==> config.mk <==
export PLATFORM = sky130hd
export DESIGN_NAME = nec_ir_pulse_decoder
export DESIGN_NICKNAME = d
export VERILOG_FILES = /design/src/hdl/nec_ir_pkg.sv /design/src/hdl/nec_ir_pulse_decoder.sv
export SDC_FILE = /design/constraint.sdc
export NUM_CORES = 1
export LEC_CHECK = 0
export ABC_CLOCK_PERIOD_IN_PS = 8600
export BUFFER_PORTS_ARGS = -buffer_cell sky130_fd_sc_hd__buf_2
export CAP_MARGIN = 0
export CORE_ASPECT_RATIO = 2
export CORE_MARGIN = 3
export CORE_UTILIZATION = 52
export DETAILED_ROUTE_END_ITERATION = 7
export GPL_TIMING_DRIVEN = 0
export PLACE_DENSITY_LB_ADDON = 0.05
export SETUP_SLACK_MARGIN = 0.3
export SLEW_MARGIN = 10
export SYNTH_ARGS = -nofsm -noshare
export SYNTH_HDL_FRONTEND = slang
export SYNTH_SLANG_ARGS = --single-unit
==> constraint.sdc <==
create_clock -name clk -period 8.6 [get_ports clk]
set_input_delay 0.43 -clock clk [delete_from_list [all_inputs] [get_ports clk]]
set_output_delay 0.43 -clock clk [all_outputs]
set_load 0.02 [all_outputs]
==> src/hdl/nec_ir_pkg.sv <==
`default_nettype none

package nec_ir_pkg;

  // decoder states
  typedef enum logic [3:0] {
    ST_LEADER = 4'b0001,
    ST_SPACE  = 4'b0010,
    ST_LOW    = 4'b0100,
    ST_BIT    = 4'b1000
  } nec_state_t;

  // configuration register indexes
  localparam logic CFG_REPEAT_ENABLE = 1'b0;
  localparam logic CFG_REPEAT_FILTER = 1'b1;

  localparam logic [7:0] REPEAT_FILTER_RESET = 8'd5;

  // gap in 1 us ticks at which the 10 us width saturates
  localparam logic [31:0] GAP_SAT_LIMIT = 32'd655360;
  // ceil(2^23 / 10), exact for gaps below 2^22
  localparam logic [19:0] DIV10_RECIP   = 20'd838861;

  // widths in 10 us units
  localparam logic [15:0] LEAD_A_MIN  = 16'd400;
  localparam logic [15:0] LEAD_A_MAX  = 16'd500;
  localparam logic [15:0] LEAD_B_MIN  = 16'd700;
  localparam logic [15:0] LEAD_B_MAX  = 16'd1100;
  localparam logic [15:0] SPACE_MIN   = 16'd313;
  localparam logic [15:0] SPACE_MAX   = 16'd600;
  localparam logic [15:0] REPEAT_MIN  = 16'd150;
  localparam logic [15:0] REPEAT_MAX  = 16'd250;
  localparam logic [15:0] LOW_MIN     = 16'd10;
  localparam logic [15:0] LOW_MAX     = 16'd100;
  localparam logic [16:0] ZERO_MIN    = 17'd92;
  localparam logic [16:0] ZERO_MAX    = 17'd132;
  localparam logic [16:0] ONE_MIN     = 17'd205;
  localparam logic [16:0] ONE_MAX     = 17'd245;

  localparam logic [7:0] BIT_ONE      = 8'h80;

  // event codes
  localparam logic [1:0] EV_NONE   = 2'd0;
  localparam logic [1:0] EV_FRAME  = 2'd1;
  localparam logic [1:0] EV_REPEAT = 2'd2;

  function automatic logic is_leader(input logic [15:0] w);
    is_leader = (w > LEAD_A_MIN && w < LEAD_A_MAX) || (w > LEAD_B_MIN && w < LEAD_B_MAX);
  endfunction

endpackage

`default_nettype wire

==> src/hdl/nec_ir_pulse_decoder.sv <==
// NEC infrared remote decoder driven by edge timestamps.
// s_axis carries one 32-bit capture of a free-running 1 MHz counter per
// transfer, taken at each edge of the receiver output. Every input transfer
// gives exactly one output transfer on m_axis: tuser holds the event code
// (none, frame complete, repeat key) and tdata the four received bytes, the
// checksum flag and the measured gap in 10 us units (saturated at 65535).
// cfg_we writes repeat_enable (index 0) or repeat_filter (index 1); write
// only while no transfer is in flight.
// Four register stages: input, gap, width (multiply by the reciprocal of
// ten), decoder with result register. An accepted transfer moves through
// them to m_axis; with m_tready high one transfer is taken every cycle.
// When m_tready is low the stages fill up and s_tready falls once all four
// hold data; nothing is dropped. Reset (rst, synchronous) empties the
// stages, returns the decoder to the leader search, clears the bytes and
// the repeat counter, and the first capture after reset only seeds the
// stored timestamp.
`default_nettype none

module nec_ir_pulse_decoder
  import nec_ir_pkg::*;
(
  input  wire logic        clk,
  input  wire logic        rst,
  input  wire logic        s_axis_tvalid,
  output logic             s_axis_tready,
  input  wire logic [31:0] s_axis_tdata,   // capture_time
  output logic             m_axis_tvalid,
  input  wire logic        m_axis_tready,
  output logic [55:0]      m_axis_tdata,   // addr_low, addr_high, command, command_inv,
                                           // checksum_ok, pulse_width, zero fill
  output logic [1:0]       m_axis_tuser,   // event_res
  input  wire logic        cfg_we,
  input  wire logic        cfg_addr,
  input  wire logic [7:0]  cfg_wdata
);

  logic        repeat_enable;
  logic [7:0]  repeat_filter;

  logic        in_v;
  logic [31:0] in_time;

  logic        g_v;
  logic        g_first;
  logic        g_sat;
  logic [19:0] g_low;
  logic [31:0] last_capture;
  logic        seeded;

  logic        w_v;
  logic        w_first;
  logic [15:0] w;

  logic        o_v;
  logic [1:0]  o_event;
  logic [15:0] o_width;

  nec_state_t  state, state_next;
  logic [6:0]  low_width, low_width_next;
  logic [7:0]  shift_byte, shift_byte_next;
  logic [5:0]  bit_count, bit_count_next;
  logic [7:0]  rx_bytes [4];
  logic [7:0]  rx_bytes_next [4];
  logic [7:0]  repeat_count, repeat_count_next;
  logic [1:0]  event_next;

  logic        out_ready, w_ready, g_ready, in_ready;
  logic [31:0] gap;
  logic [39:0] prod;
  logic [16:0] total;
  logic [7:0]  shifted;
  logic [5:0]  bc_inc;

  assign out_ready     = !o_v || m_axis_tready;
  assign w_ready       = !w_v || out_ready;
  assign g_ready       = !g_v || w_ready;
  assign in_ready      = !in_v || g_ready;
  assign s_axis_tready = in_ready;

  // configuration
  always_ff @(posedge clk) begin
    if (rst) begin
      repeat_enable <= 1'b0;
      repeat_filter <= REPEAT_FILTER_RESET;
    end else if (cfg_we) begin
      case (cfg_addr)
        CFG_REPEAT_ENABLE: repeat_enable <= cfg_wdata[0];
        CFG_REPEAT_FILTER: repeat_filter <= cfg_wdata;
        default: ;
      endcase
    end
  end

  // input stage
  always_ff @(posedge clk) begin
    if (rst) begin
      in_v <= 1'b0;
    end else if (in_ready) begin
      in_v <= s_axis_tvalid;
    end
    if (s_axis_tvalid && in_ready) begin
      in_time <= s_axis_tdata;
    end
  end

  // gap stage, wrap counts one tick short
  always_comb begin
    gap = in_time - last_capture;
    if (in_time < last_capture) begin
      gap = gap - 32'd1;
    end
  end

  always_ff @(posedge clk) begin
    if (rst) begin
      g_v          <= 1'b0;
      seeded       <= 1'b0;
      last_capture <= '0;
    end else begin
      if (g_ready) begin
        g_v <= in_v;
      end
      if (in_v && g_ready) begin
        seeded       <= 1'b1;
        last_capture <= in_time;
      end
    end
    if (in_v && g_ready) begin
      g_first <= !seeded;
      g_sat   <= gap >= GAP_SAT_LIMIT;
      g_low   <= gap[19:0];
    end
  end

  // width stage, divide by ten
  assign prod = 40'(g_low) * 40'(DIV10_RECIP);

  always_ff @(posedge clk) begin
    if (rst) begin
      w_v <= 1'b0;
    end else if (w_ready) begin
      w_v <= g_v;
    end
    if (g_v && w_ready) begin
      w_first <= g_first;
      if (g_first) begin
        w <= '0;
      end else if (g_sat) begin
        w <= 16'hFFFF;
      end else begin
        w <= prod[38:23];
      end
    end
  end

  // decoder
  assign total   = 17'(low_width) + 17'(w);
  assign shifted = shift_byte >> 1;
  assign bc_inc  = bit_count + 6'd1;

  always_comb begin
    state_next        = state;
    low_width_next    = low_width;
    shift_byte_next   = shift_byte;
    bit_count_next    = bit_count;
    repeat_count_next = repeat_count;
    event_next        = EV_NONE;
    for (int i = 0; i < 4; i++) begin
      rx_bytes_next[i] = rx_bytes[i];
    end
    case (state)
      ST_LEADER: begin
        if (is_leader(w)) begin
          state_next      = ST_SPACE;
          shift_byte_next = '0;
          bit_count_next  = '0;
        end
      end
      ST_SPACE: begin
        state_next = ST_LEADER;
        if (w > SPACE_MIN && w < SPACE_MAX) begin
          state_next = ST_LOW;
        end else if (w > REPEAT_MIN && w < REPEAT_MAX && repeat_enable) begin
          if (repeat_count >= repeat_filter) begin
            event_next = EV_REPEAT;
          end else begin
            repeat_count_next = repeat_count + 8'd1;
          end
        end
      end
      ST_LOW: begin
        if (w > LOW_MIN && w < LOW_MAX) begin
          state_next     = ST_BIT;
          low_width_next = w[6:0];
        end else begin
          state_next = ST_LEADER;
          if (is_leader(w)) begin
            state_next      = ST_SPACE;
            shift_byte_next = '0;
            bit_count_next  = '0;
          end
        end
      end
      ST_BIT: begin
        shift_byte_next = shifted;
        if ((total > ZERO_MIN && total < ZERO_MAX) || (total > ONE_MIN && total < ONE_MAX)) begin
          if (total > ONE_MIN && total < ONE_MAX) begin
            shift_byte_next = shifted + BIT_ONE;
          end
          bit_count_next = bc_inc;
          state_next     = ST_LOW;
          if (bc_inc == 6'd8 || bc_inc == 6'd16 || bc_inc == 6'd24) begin
            rx_bytes_next[bc_inc[4:3] - 2'd1] = shift_byte_next;
            shift_byte_next = '0;
          end else if (bc_inc == 6'd32) begin
            rx_bytes_next[3] = shift_byte_next;
            if (rx_bytes[2] == ~shift_byte_next) begin
              repeat_count_next = '0;
            end
            state_next = ST_LEADER;
            event_next = EV_FRAME;
          end
        end else begin
          state_next = ST_LEADER;
          if (is_leader(w)) begin
            state_next      = ST_SPACE;
            shift_byte_next = '0;
            bit_count_next  = '0;
          end
        end
      end
      default: begin
        state_next = ST_LEADER;
      end
    endcase
  end

  always_ff @(posedge clk) begin
    if (rst) begin
      o_v          <= 1'b0;
      state        <= ST_LEADER;
      low_width    <= '0;
      shift_byte   <= '0;
      bit_count    <= '0;
      repeat_count <= '0;
      for (int i = 0; i < 4; i++) begin
        rx_bytes[i] <= '0;
      end
    end else begin
      if (out_ready) begin
        o_v <= w_v;
      end
      if (w_v && out_ready && !w_first) begin
        state        <= state_next;
        low_width    <= low_width_next;
        shift_byte   <= shift_byte_next;
        bit_count    <= bit_count_next;
        repeat_count <= repeat_count_next;
        for (int i = 0; i < 4; i++) begin
          rx_bytes[i] <= rx_bytes_next[i];
        end
      end
    end
    if (w_v && out_ready) begin
      o_event <= w_first ? EV_NONE : event_next;
      o_width <= w;
    end
  end

  assign m_axis_tvalid = o_v;
  assign m_axis_tuser  = o_event;
  assign m_axis_tdata  = {7'd0, o_width, (rx_bytes[2] == ~rx_bytes[3]),
                          rx_bytes[3], rx_bytes[2], rx_bytes[1], rx_bytes[0]};

endmodule

`default_nettype wire

* Word level (Yosys, flattened, before mapping)
Memory sizes are Yosys's and may differ from the RTL's.
Cells that the tools add are included.
** Word-level totals
- Word-level logic and storage cells :: 167
- Memories :: 1
- Latch bits :: 0
- Input port bits :: 46
- ROM bits :: 0
- Memory bits (writable) :: 32
- Output and inout bits :: 60
- Register bits after elaboration :: 168
** Operators by class
- Reductions and logical operators :: 36
- Magnitude comparators :: 19
- Divide/modulo/power cells :: 0
- Multipliers :: 1
- Multiplexer cells :: 55
- Add/subtract/negate cells :: 7
- Shift operators :: 0
- Bitwise operators :: 8
- Eq/ne operators :: 19
** Memories
- rx_bytes :: depth 4, bits a word 8, rd ports 4, clocked after Yosys merged registers in 0, wr ports 4, RTL line nec_ir_pulse_decoder.sv:62 : logic [7:0] rx_bytes [4];
** Operator list (count)
- 8-bit two-way mux :: 21
- 32-bit two-way mux :: 3
- 20-bit by 20-bit multiplier with 39-bit output, second input constant :: 1
- 17-bit by 8-bit less-than comparator with 1-bit output, second input constant :: 2
- 32-bit bitwise mux :: 1
- 32-bit by 20-bit greater-or-equal comparator with 1-bit output, second input constant :: 1
- 16-bit by 9-bit greater-than comparator with 1-bit output, second input constant :: 2
- 32-bit less-than comparator :: 1
- 32-bit by 1-bit subtractor with 32-bit output, second input constant :: 1
- 32-bit subtractor :: 1
- 24-bit two-way mux :: 1
- 8-bit one-hot mux with 3 select lines :: 1
- 6-bit two-way mux :: 3
- 2-bit inequality test, second input constant :: 9
- 6-bit one-hot mux with 3 select lines :: 1
- 7-bit by 16-bit adder with 17-bit output :: 1
- 17-bit by 7-bit greater-than comparator with 1-bit output, second input constant :: 1
- 17-bit by 8-bit greater-than comparator with 1-bit output, second input constant :: 1
- 8-bit demux with 2-bit select :: 1
- 8-bit equality test :: 2
- 16-bit by 10-bit greater-than comparator with 1-bit output, second input constant :: 1
- 16-bit by 4-bit greater-than comparator with 1-bit output, second input constant :: 1
- 16-bit by 8-bit greater-than comparator with 1-bit output, second input constant :: 1
- 16-bit by 10-bit less-than comparator with 1-bit output, second input constant :: 1
- 39 further kinds :: 86

* Longest topological paths before layout
Gate-level depths: netlist of the first run.
- Word-level depth :: 13
- Depth in mapped cells :: 26
- Depth with buffers taken out :: 25

* Worst setup path after synthesis of the first run
OpenSTA, ideal clock, no wires.
- Kind :: reg2reg
- Start :: register g_low[11]
- End :: register w[7], data pin
- Path buffers :: 0
- Cell stages (with the launch flop) :: 22
- Library setup time :: 275 ps
- Slack :: 1922 ps
- Clock period less this slack :: 6678 ps
- Required time :: 8325 ps
- Arrival :: 6404 ps
- Cell sequence :: edfxtp_1 ha_1 ha_1 fa_1 fa_1 fa_1 fa_1 inv_1 fa_1 inv_1 ha_1 a21o_1 a21o_1 a21o_1 a21o_1 a221o_1 a221oi_1 o21ai_1 or2_2 a31o_2 nor3_1 a211oi_1
** On the way
- Word-level cells in the longest chain between the ends :: 2
** Ends and longest elaborated chain
- start, declared :: RTL line nec_ir_pulse_decoder.sv:46 : logic [19:0] g_low;
- start signal, assigned :: RTL line nec_ir_pulse_decoder.sv:131 : g_low <= gap[19:0];
- 20-bit by 20-bit multiplier with 39-bit output :: RTL line nec_ir_pulse_decoder.sv:136 : assign prod = 40'(g_low) * 40'(DIV10_RECIP);
- 16-bit two-way mux :: RTL line nec_ir_pulse_decoder.sv:148 : end else if (g_sat) begin
- end signal, assigned :: RTL line nec_ir_pulse_decoder.sv:151 : w <= prod[38:23];
- end, declared :: RTL line nec_ir_pulse_decoder.sv:52 : logic [15:0] w;
No other way between the ends.
A chain may end at the register's enable or synchronous reset.

* Worst setup path after layout of the first run
- Start :: register g_low[15]
- End :: register w[15], data pin
Same word-level chain as after synthesis.

==> run_results.csv, run 1 <==
group,metric,value,unit
critical_path,path_depth,23,
critical_path,max_stage_delay,620,ps
floorplanning,core,0.0345,sq mm
clocking,cts_inserted_buffers,17,
synth,synth_edf_count,121,
clocking,clk_pin_slew,80,ps
critical_path,cp-start-kind,"flop",
place,place_congestion,0.897,
grt,grt_remaining_overflow,0,
drt,wire_per_inst,18.8,microns
critical_path,critical_path_buf_inv_count,4,
grt,grt_pass1_vias,14693,
outcome,status,"finished, final reports clean",
synth,synth_top_area_share,19.9,%
clocking,clk-insertion-delay-late,450,ps
sta,maxSlewViolCount,0,
clocking,cts_resized,0,
place,io_buffers,97,
drt,dr_total_vias,13892,
sta,finalSetupViolCount,0,
drt,wl,46400,microns
sta,hold_ws,146,ps
sta,fin_crit,7770,ps
drt,viasPerCell,5.62,
flow_run,cap_violations,0,
grt,antenna_found_initial,0,
synth,yosys_register_bits,199,
pwr,peakVddDrop,0.840,mV
final_layout,n_antenna_cell,0,
hold_path,holdPathStages,1,
critical_path,crit_path_top_delay_cell,"a221oi_1",
sta,hold_viol,0,
clocking,cts_tree,"built",
critical_path,ff2ff_path_depth,23,
sta,skew,12.1,ps
clocking,hold_buffers,0,
final_layout,final_layout_size_suffix_gt1_share,8.07,%
critical_path,cp_max_fo,5,
sta,max_freq,129,MHz
critical_path,required,8780,ps
hold_path,hp-class,"primary input to flop",
critical_path,worst_path_most_repeated_cell,"fa_1",
synth,synth_area_leader_cell,"edfxtp_1",
sta,tns,0,ps
drt,drtIter0Drc,539,
grt,grt_max_degree,33,
floorplanning,io_pins,106,
final_layout,fillers,3135,
clocking,clockBufferDepth,2,
floorplanning,die_y,271,microns
floorplanning,die_area,0.0375,sq mm
pwr,power_density,434,mW/mm^2
final_layout,final_nets,2445,
drt,drcViolationCount,0,
critical_path,arrival,7950,ps
grt,grt_use_total,25.4,%
synth,synth.distinct_cells,85,
synth,ys_async_sr_fraction,0,%
clocking,root_buffer,"clkbuf_16",
synth,syn_inst,1896,
synth,synth_common_cells,"inv_1, ha_1, nand2_1, nor2_1, fa_1",
sta,slew_headroom,25.8,%
synth,syn_area,0.0182,sq mm
synth,seq_area_frac_synth,28.5,%
drt,dr.pass1.iters,5,
critical_path,worstSetupPathType,"flop to flop",
synth,syn_avg_cell_area,9.61,sq um
clocking,h-tree-depth,4,
grt,grt_first_pass_wirelength,76000,microns
synth,yosysWarnings,0,
clocking,cts_setup_buffers,0,
floorplanning,die_w,138,microns
critical_path,crit_chain,"ha_1 -> fa_1 -> ha_1 -> inv_1 -> fa_1 -> inv_1 -> fa_1 -> fa_1 -> inv_1 -> fa_1 -> inv_1 -> ha_1 -> a21o_1 -> a21o_1 -> a211oi_1 -> o21ai_0 -> and3_1 -> a221oi_1 -> o21ai_1 -> o41ai_1 -> o21bai_1 -> xnor2_1 -> a21oi_1",
final_layout,syn_to_final_growth,9.24,%
floorplanning,start_util,52.8,%
pwr,p_leak,0.00888,uW
synth,yosysMostFrequentCell,"inv_1",
critical_path,end_kind,"flop",
sta,rsz0062_at_grt,"no",
synth,ys.flop_type,"edfxtp_1",
critical_path,crit_family,"adder cells",
sta,timing.final.crit_share,90.4,%
drt,postRouteAntennaNets,0,
sta,worstMarginPinSlew,1110,ps
clocking,cts.sinks,199,
place,dp_hpwl,39200,microns
synth,synth_area_leaders,"edfxtp_1, ha_1, fa_1",
floorplanning,rows,96,
==> kinds of logic after synthesis <==
group	synth area share, %
buffers and inverters	6.74
adders and majority gates	31.4
xor gates and xnor gates	4.88
muxes	2.42
AOI/OAI and AO/OA	12.5
other	0.0206
DFF	28.5
and+or+nand+nor	13.6
==> metal layers <==
metal	track usage (%)	vias to the layer above	wire [microns]
met5	0	-	0
met4	13.7	0	2660
met3	2.46	125	1140
met2	51.1	295	26500
met1	24.7	6673	16200
li1	-	6799	-
==> worst reg2reg max path, stage by stage (launching register included) <==
cell	delay [ps]
edfxtp_1	600
ha_1	480
fa_1	520
ha_1	290
inv_1	50
fa_1	500
inv_1	60
fa_1	460
fa_1	540
inv_1	50
fa_1	500
inv_1	40
ha_1	320
a21o_1	200
a21o_1	190
a211oi_1	260
o21ai_0	250
and3_1	250
a221oi_1	620
o21ai_1	300
o41ai_1	570
o21bai_1	140
xnor2_1	220
a21oi_1	110
==> cells in the final DEF (no fill, tap or decap), types with 48 or more instances in the layout <==
cell type	n
nor2_1	136
fa_1	131
ha_1	247
edfxtp_1	121
a21oi_1	118
clkbuf_1	48
buf_2	99
dfxtp_1	78
nand2_1	156
inv_1	254
xor2_1	56
==> stage by stage <==
stage                     instances  worst slack (ps)  instance area (sq um)  total power [uW]  util, %
final                          2474               829                  19900              8630     57.7
after global routing           2474               356                  19900              9780     57.7
after CTS                      2474               674                  19900              8780     57.7
after detailed placement       2443               724                  19300              7910     56.1
after global placement         2440               724                  19300              7780     55.9
after floorplan                1902              1920                  18200              6220        -
==> report_power, final <==
group | leakage [uW] | switching [uW] | internal [uW]
Sequential | 0.00180 | 51.1 | 1060
Clock | 0.000274 | 387 | 406
Combinational | 0.00681 | 3810 | 2910
==> flip-flops by register name (all words and copies together) (netlist names) <==
register       count
in_time           32
last_capture      32
rx_bytes          32
g_low             20
o_width           16
w                 16
repeat_count       8
repeat_filter      8
low_width          7
shift_byte         7
bit_count          6
state              4
m_axis_tuser       2
g_first            1
g_sat              1
g_v                1
in_v               1
m_axis_tvalid      1
repeat_enable      1
seeded             1
w_first            1
w_v                1
==> final timing paths <==
path / start / endpoint / slack (ps)
max: g_low[15] / w[15] / 830
min: s_axis_tdata[19] / in_time[19] / 150
max reg2reg: g_low[15] / w[15] / 830
min reg2reg: last_capture[20] / last_capture[20] / 460
==> cell type report <==
cell class,instances,area (sq um),area share [%]
Tap cell,441,552,2.77
Clock buffer,17,425,2.14
Multi-Input combinational cell,1383,11800,59.5
Timing Repair Buffer,100,519,2.61
Clock inverter,14,145,0.729
Buffer,66,277,1.39
Inverter,254,953,4.79
Sequential cell,199,5190,26.1
Power figures use the tool's default switching activity.
==> inputs of run 2 (changes only) <==
--- a/config.mk
+++ b/config.mk
@@ -5,7 +5,7 @@
 export SDC_FILE = /design/constraint.sdc
 export NUM_CORES = 1
 export LEC_CHECK = 0
-export ABC_CLOCK_PERIOD_IN_PS = 8600
+export ABC_CLOCK_PERIOD_IN_PS = 7400
 export BUFFER_PORTS_ARGS = -buffer_cell sky130_fd_sc_hd__buf_2
 export CAP_MARGIN = 0
 export CORE_ASPECT_RATIO = 2
@@ -13,6 +13,7 @@
 export CORE_UTILIZATION = 52
 export DETAILED_ROUTE_END_ITERATION = 7
 export GPL_TIMING_DRIVEN = 0
+export HOLD_SLACK_MARGIN = 0.05
 export PLACE_DENSITY_LB_ADDON = 0.05
 export SETUP_SLACK_MARGIN = 0.3
 export SLEW_MARGIN = 10
==> constraint.sdc (replaced) <==
create_clock -name clk -period 7.4 [get_ports clk]
set_input_delay 0 -clock clk [delete_from_list [all_inputs] [get_ports clk]]
set_output_delay 0 -clock clk [all_outputs]
set_load 0.02 [all_outputs]
==> run 2 against run 1 <==
  * Non-clock buffer count rose by 77
  * Register-to-register slack worse by 290 ps
  * Core utilization grew 2.4 points
  * Sequential share of layout area fell by 1.1 points
  * Worst setup slack got worse by 290 ps
  * Routed wire length is 2.4% higher
  * Combinational power grew 27%
  * Hold slack better by 28 ps
  * Critical path depth fell by 2
  * Die area did not move
  * Global-route usage is 0.49 points higher
  * Cell area increased by 4.2%
  * Critical path type unchanged
==> run_results.csv, run 2 (same netlist as run 1, synthesis figures left out) <==
group,metric,value,unit
outcome,status,"finished, final reports clean",
clocking,root_buffer,"clkbuf_16",
place,io_buffers,97,
critical_path,reg2reg_to,"w[15]",
sta,maxSlewViolCount,0,
flow_run,cap_violations,0,
critical_path,end_kind,"flop",
critical_path,required,7580,ps
floorplanning,die_w,138,microns
grt,grt_pass1_vias,15002,
final_layout,final_nets,2522,
final_layout,final_cell_mix,"inv_1, ha_1, nand2_1",
clocking,clockBufferDepth,2,
grt,grt_max_degree,33,
final_layout,layout_commonest_cell,"inv_1",
clocking,cts.sinks,199,
final_layout,n_antenna_cell,0,
clocking,cts_inserted_buffers,17,
drt,postRouteAntennaNets,0,
sta,slew_headroom,25.9,%
final_layout,instances_no_fill,2551,
sta,hold_viol,0,
floorplanning,io_pins,106,
clocking,clk_pin_slew,80,ps
sta,fin_crit,6860,ps
floorplanning,rows,96,
critical_path,rr_startpoint,"g_low[12]",
floorplanning,core,0.0345,sq mm
hold_path,holdCritStartpoint,"rst",
pwr,peakVddDrop,1.00,mV
hold_path,hp-class,"primary input to flop",
pwr,power_density,517,mW/mm^2
critical_path,ff2ff_path_depth,21,
drt,wl,47500,microns
critical_path,r2r_slack,540,ps
sta,tns,0,ps
final_layout,reg_top3,"in_time (32), last_capture (32), rx_bytes (32)",
clocking,h-tree-depth,4,
critical_path,arrival,7040,ps
final_layout,fillers,3056,
sta,worstMarginPinSlew,1110,ps
grt,grt_remaining_overflow,0,
floorplanning,die_y,271,microns
clocking,cts_tree,"built",
grt,antenna_found_initial,0,
sta,rsz0062_at_grt,"no",
drt,viasPerCell,5.55,
place,place_congestion,0.897,
place,place_inst,2443,
critical_path,cp-start-kind,"flop",
sta,skew,13.3,ps
sta,max_freq,146,MHz
sta,finalSetupViolCount,0,
floorplanning,die_area,0.0375,sq mm
critical_path,cp_max_fo,5,
drt,drcViolationCount,0,
drt,dr.pass1.iters,5,
pwr,p_leak,0.00924,uW
hold_path,min_to,"repeat_count[5]",
floorplanning,start_util,52.8,%
pwr,power,10700,uW
sta,timing.final.crit_share,92.7,%
place,dp_hpwl,39200,microns
grt,grt_use_total,25.8,%
critical_path,worstSetupPathType,"flop to flop",
final_layout,syn_to_final_growth,13.9,%
clocking,clk-insertion-delay-late,450,ps
hold_path,holdPathStages,3,
drt,dr_total_vias,14168,
drt,wire_per_inst,18.6,microns
final_layout,final_layout_size_suffix_gt1_share,9.72,%
grt,grt_first_pass_wirelength,77500,microns
sta,hold_ws,174,ps
drt,drtIter0Drc,558,
-- run 2: changes by cell type in the layout (fill, tap and decap cells not counted), moves of 2 or more --
cell | previous run | this run
dlygate4sd3_1 | 0 | 52
buf_6 | 1 | 3
ha_2 | 0 | 3
buf_4 | 8 | 31
ha_4 | 0 | 5
ha_1 | 247 | 239
-- run 2: how the worst max path moves through the flow --
stage                    from  endpoint  slack, ps  cells past startpoint
floorplan           g_low[11]      w[7]        720                     21
global placement    g_low[11]     w[15]       -480                     23
detailed placement  g_low[12]     w[15]       -480                     21
CTS                 g_low[15]     w[15]        310                     24
global route        g_low[12]     w[15]        300                     21
finish              g_low[12]     w[15]        540                     21
-- run 2: through the flow --
step | cell area, sq um | setup slack [ps] | util (%)
CTS | 20600 | 306 | 59.7
global placement | 19300 | -476 | 55.9
finish | 20700 | 543 | 60.2
global route | 20700 | 302 | 60.2
floorplan | 18200 | 722 | -
detailed placement | 19300 | -476 | 56.1
-- run 2: area by class of cell --
type	count	area (sq um)	share of cell area [%]
tap	441	552	2.66
timing repair buffer	177	1230	5.95
buffer	66	278	1.34
clock buffer	17	425	2.05
sequential	199	5190	25.0
multi-input combinational	1383	12000	57.7
clock inverter	14	145	0.700
inverter	254	953	4.60
-- run 2: power by group --
| part | internal, uW | leakage, uW | switching, uW |
|---|---|---|---|
| registers | 1240 | 0.00180 | 52.9 |
| clock network | 472 | 0.000274 | 447 |
| logic | 3760 | 0.00717 | 4760 |
-- run 2: what timing repair did --
action                                 in CTS  in global routing
resized for setup                          13                 13
setup endpoints to repair                  11                  9
hold buffers                               52                  0
endpoints found under the hold margin      45                  0
pin swaps                                   2                  8
buffers inserted                           13                 12
-- run 2: critical path: stages (launching register included) --
cell	delay, ps
edfxtp_1	570
ha_1	550
ha_1	310
fa_1	530
fa_1	450
fa_1	530
fa_1	550
inv_1	50
fa_1	490
inv_1	40
ha_1	290
a21o_1	170
a21o_1	180
a21o_1	190
a221o_1	400
a221oi_4	350
o21ai_4	110
o41ai_2	220
buf_4	170
o21bai_1	70
xnor2_1	220
a21oi_1	110
-- run 2: routing by layer --
metal / routed length (microns) / global-route usage (%)
met4: 2940 / 14.7
met5: 0 / 0
met1: 16600 / 25.1
met3: 1040 / 2.48
met2: 26900 / 51.7
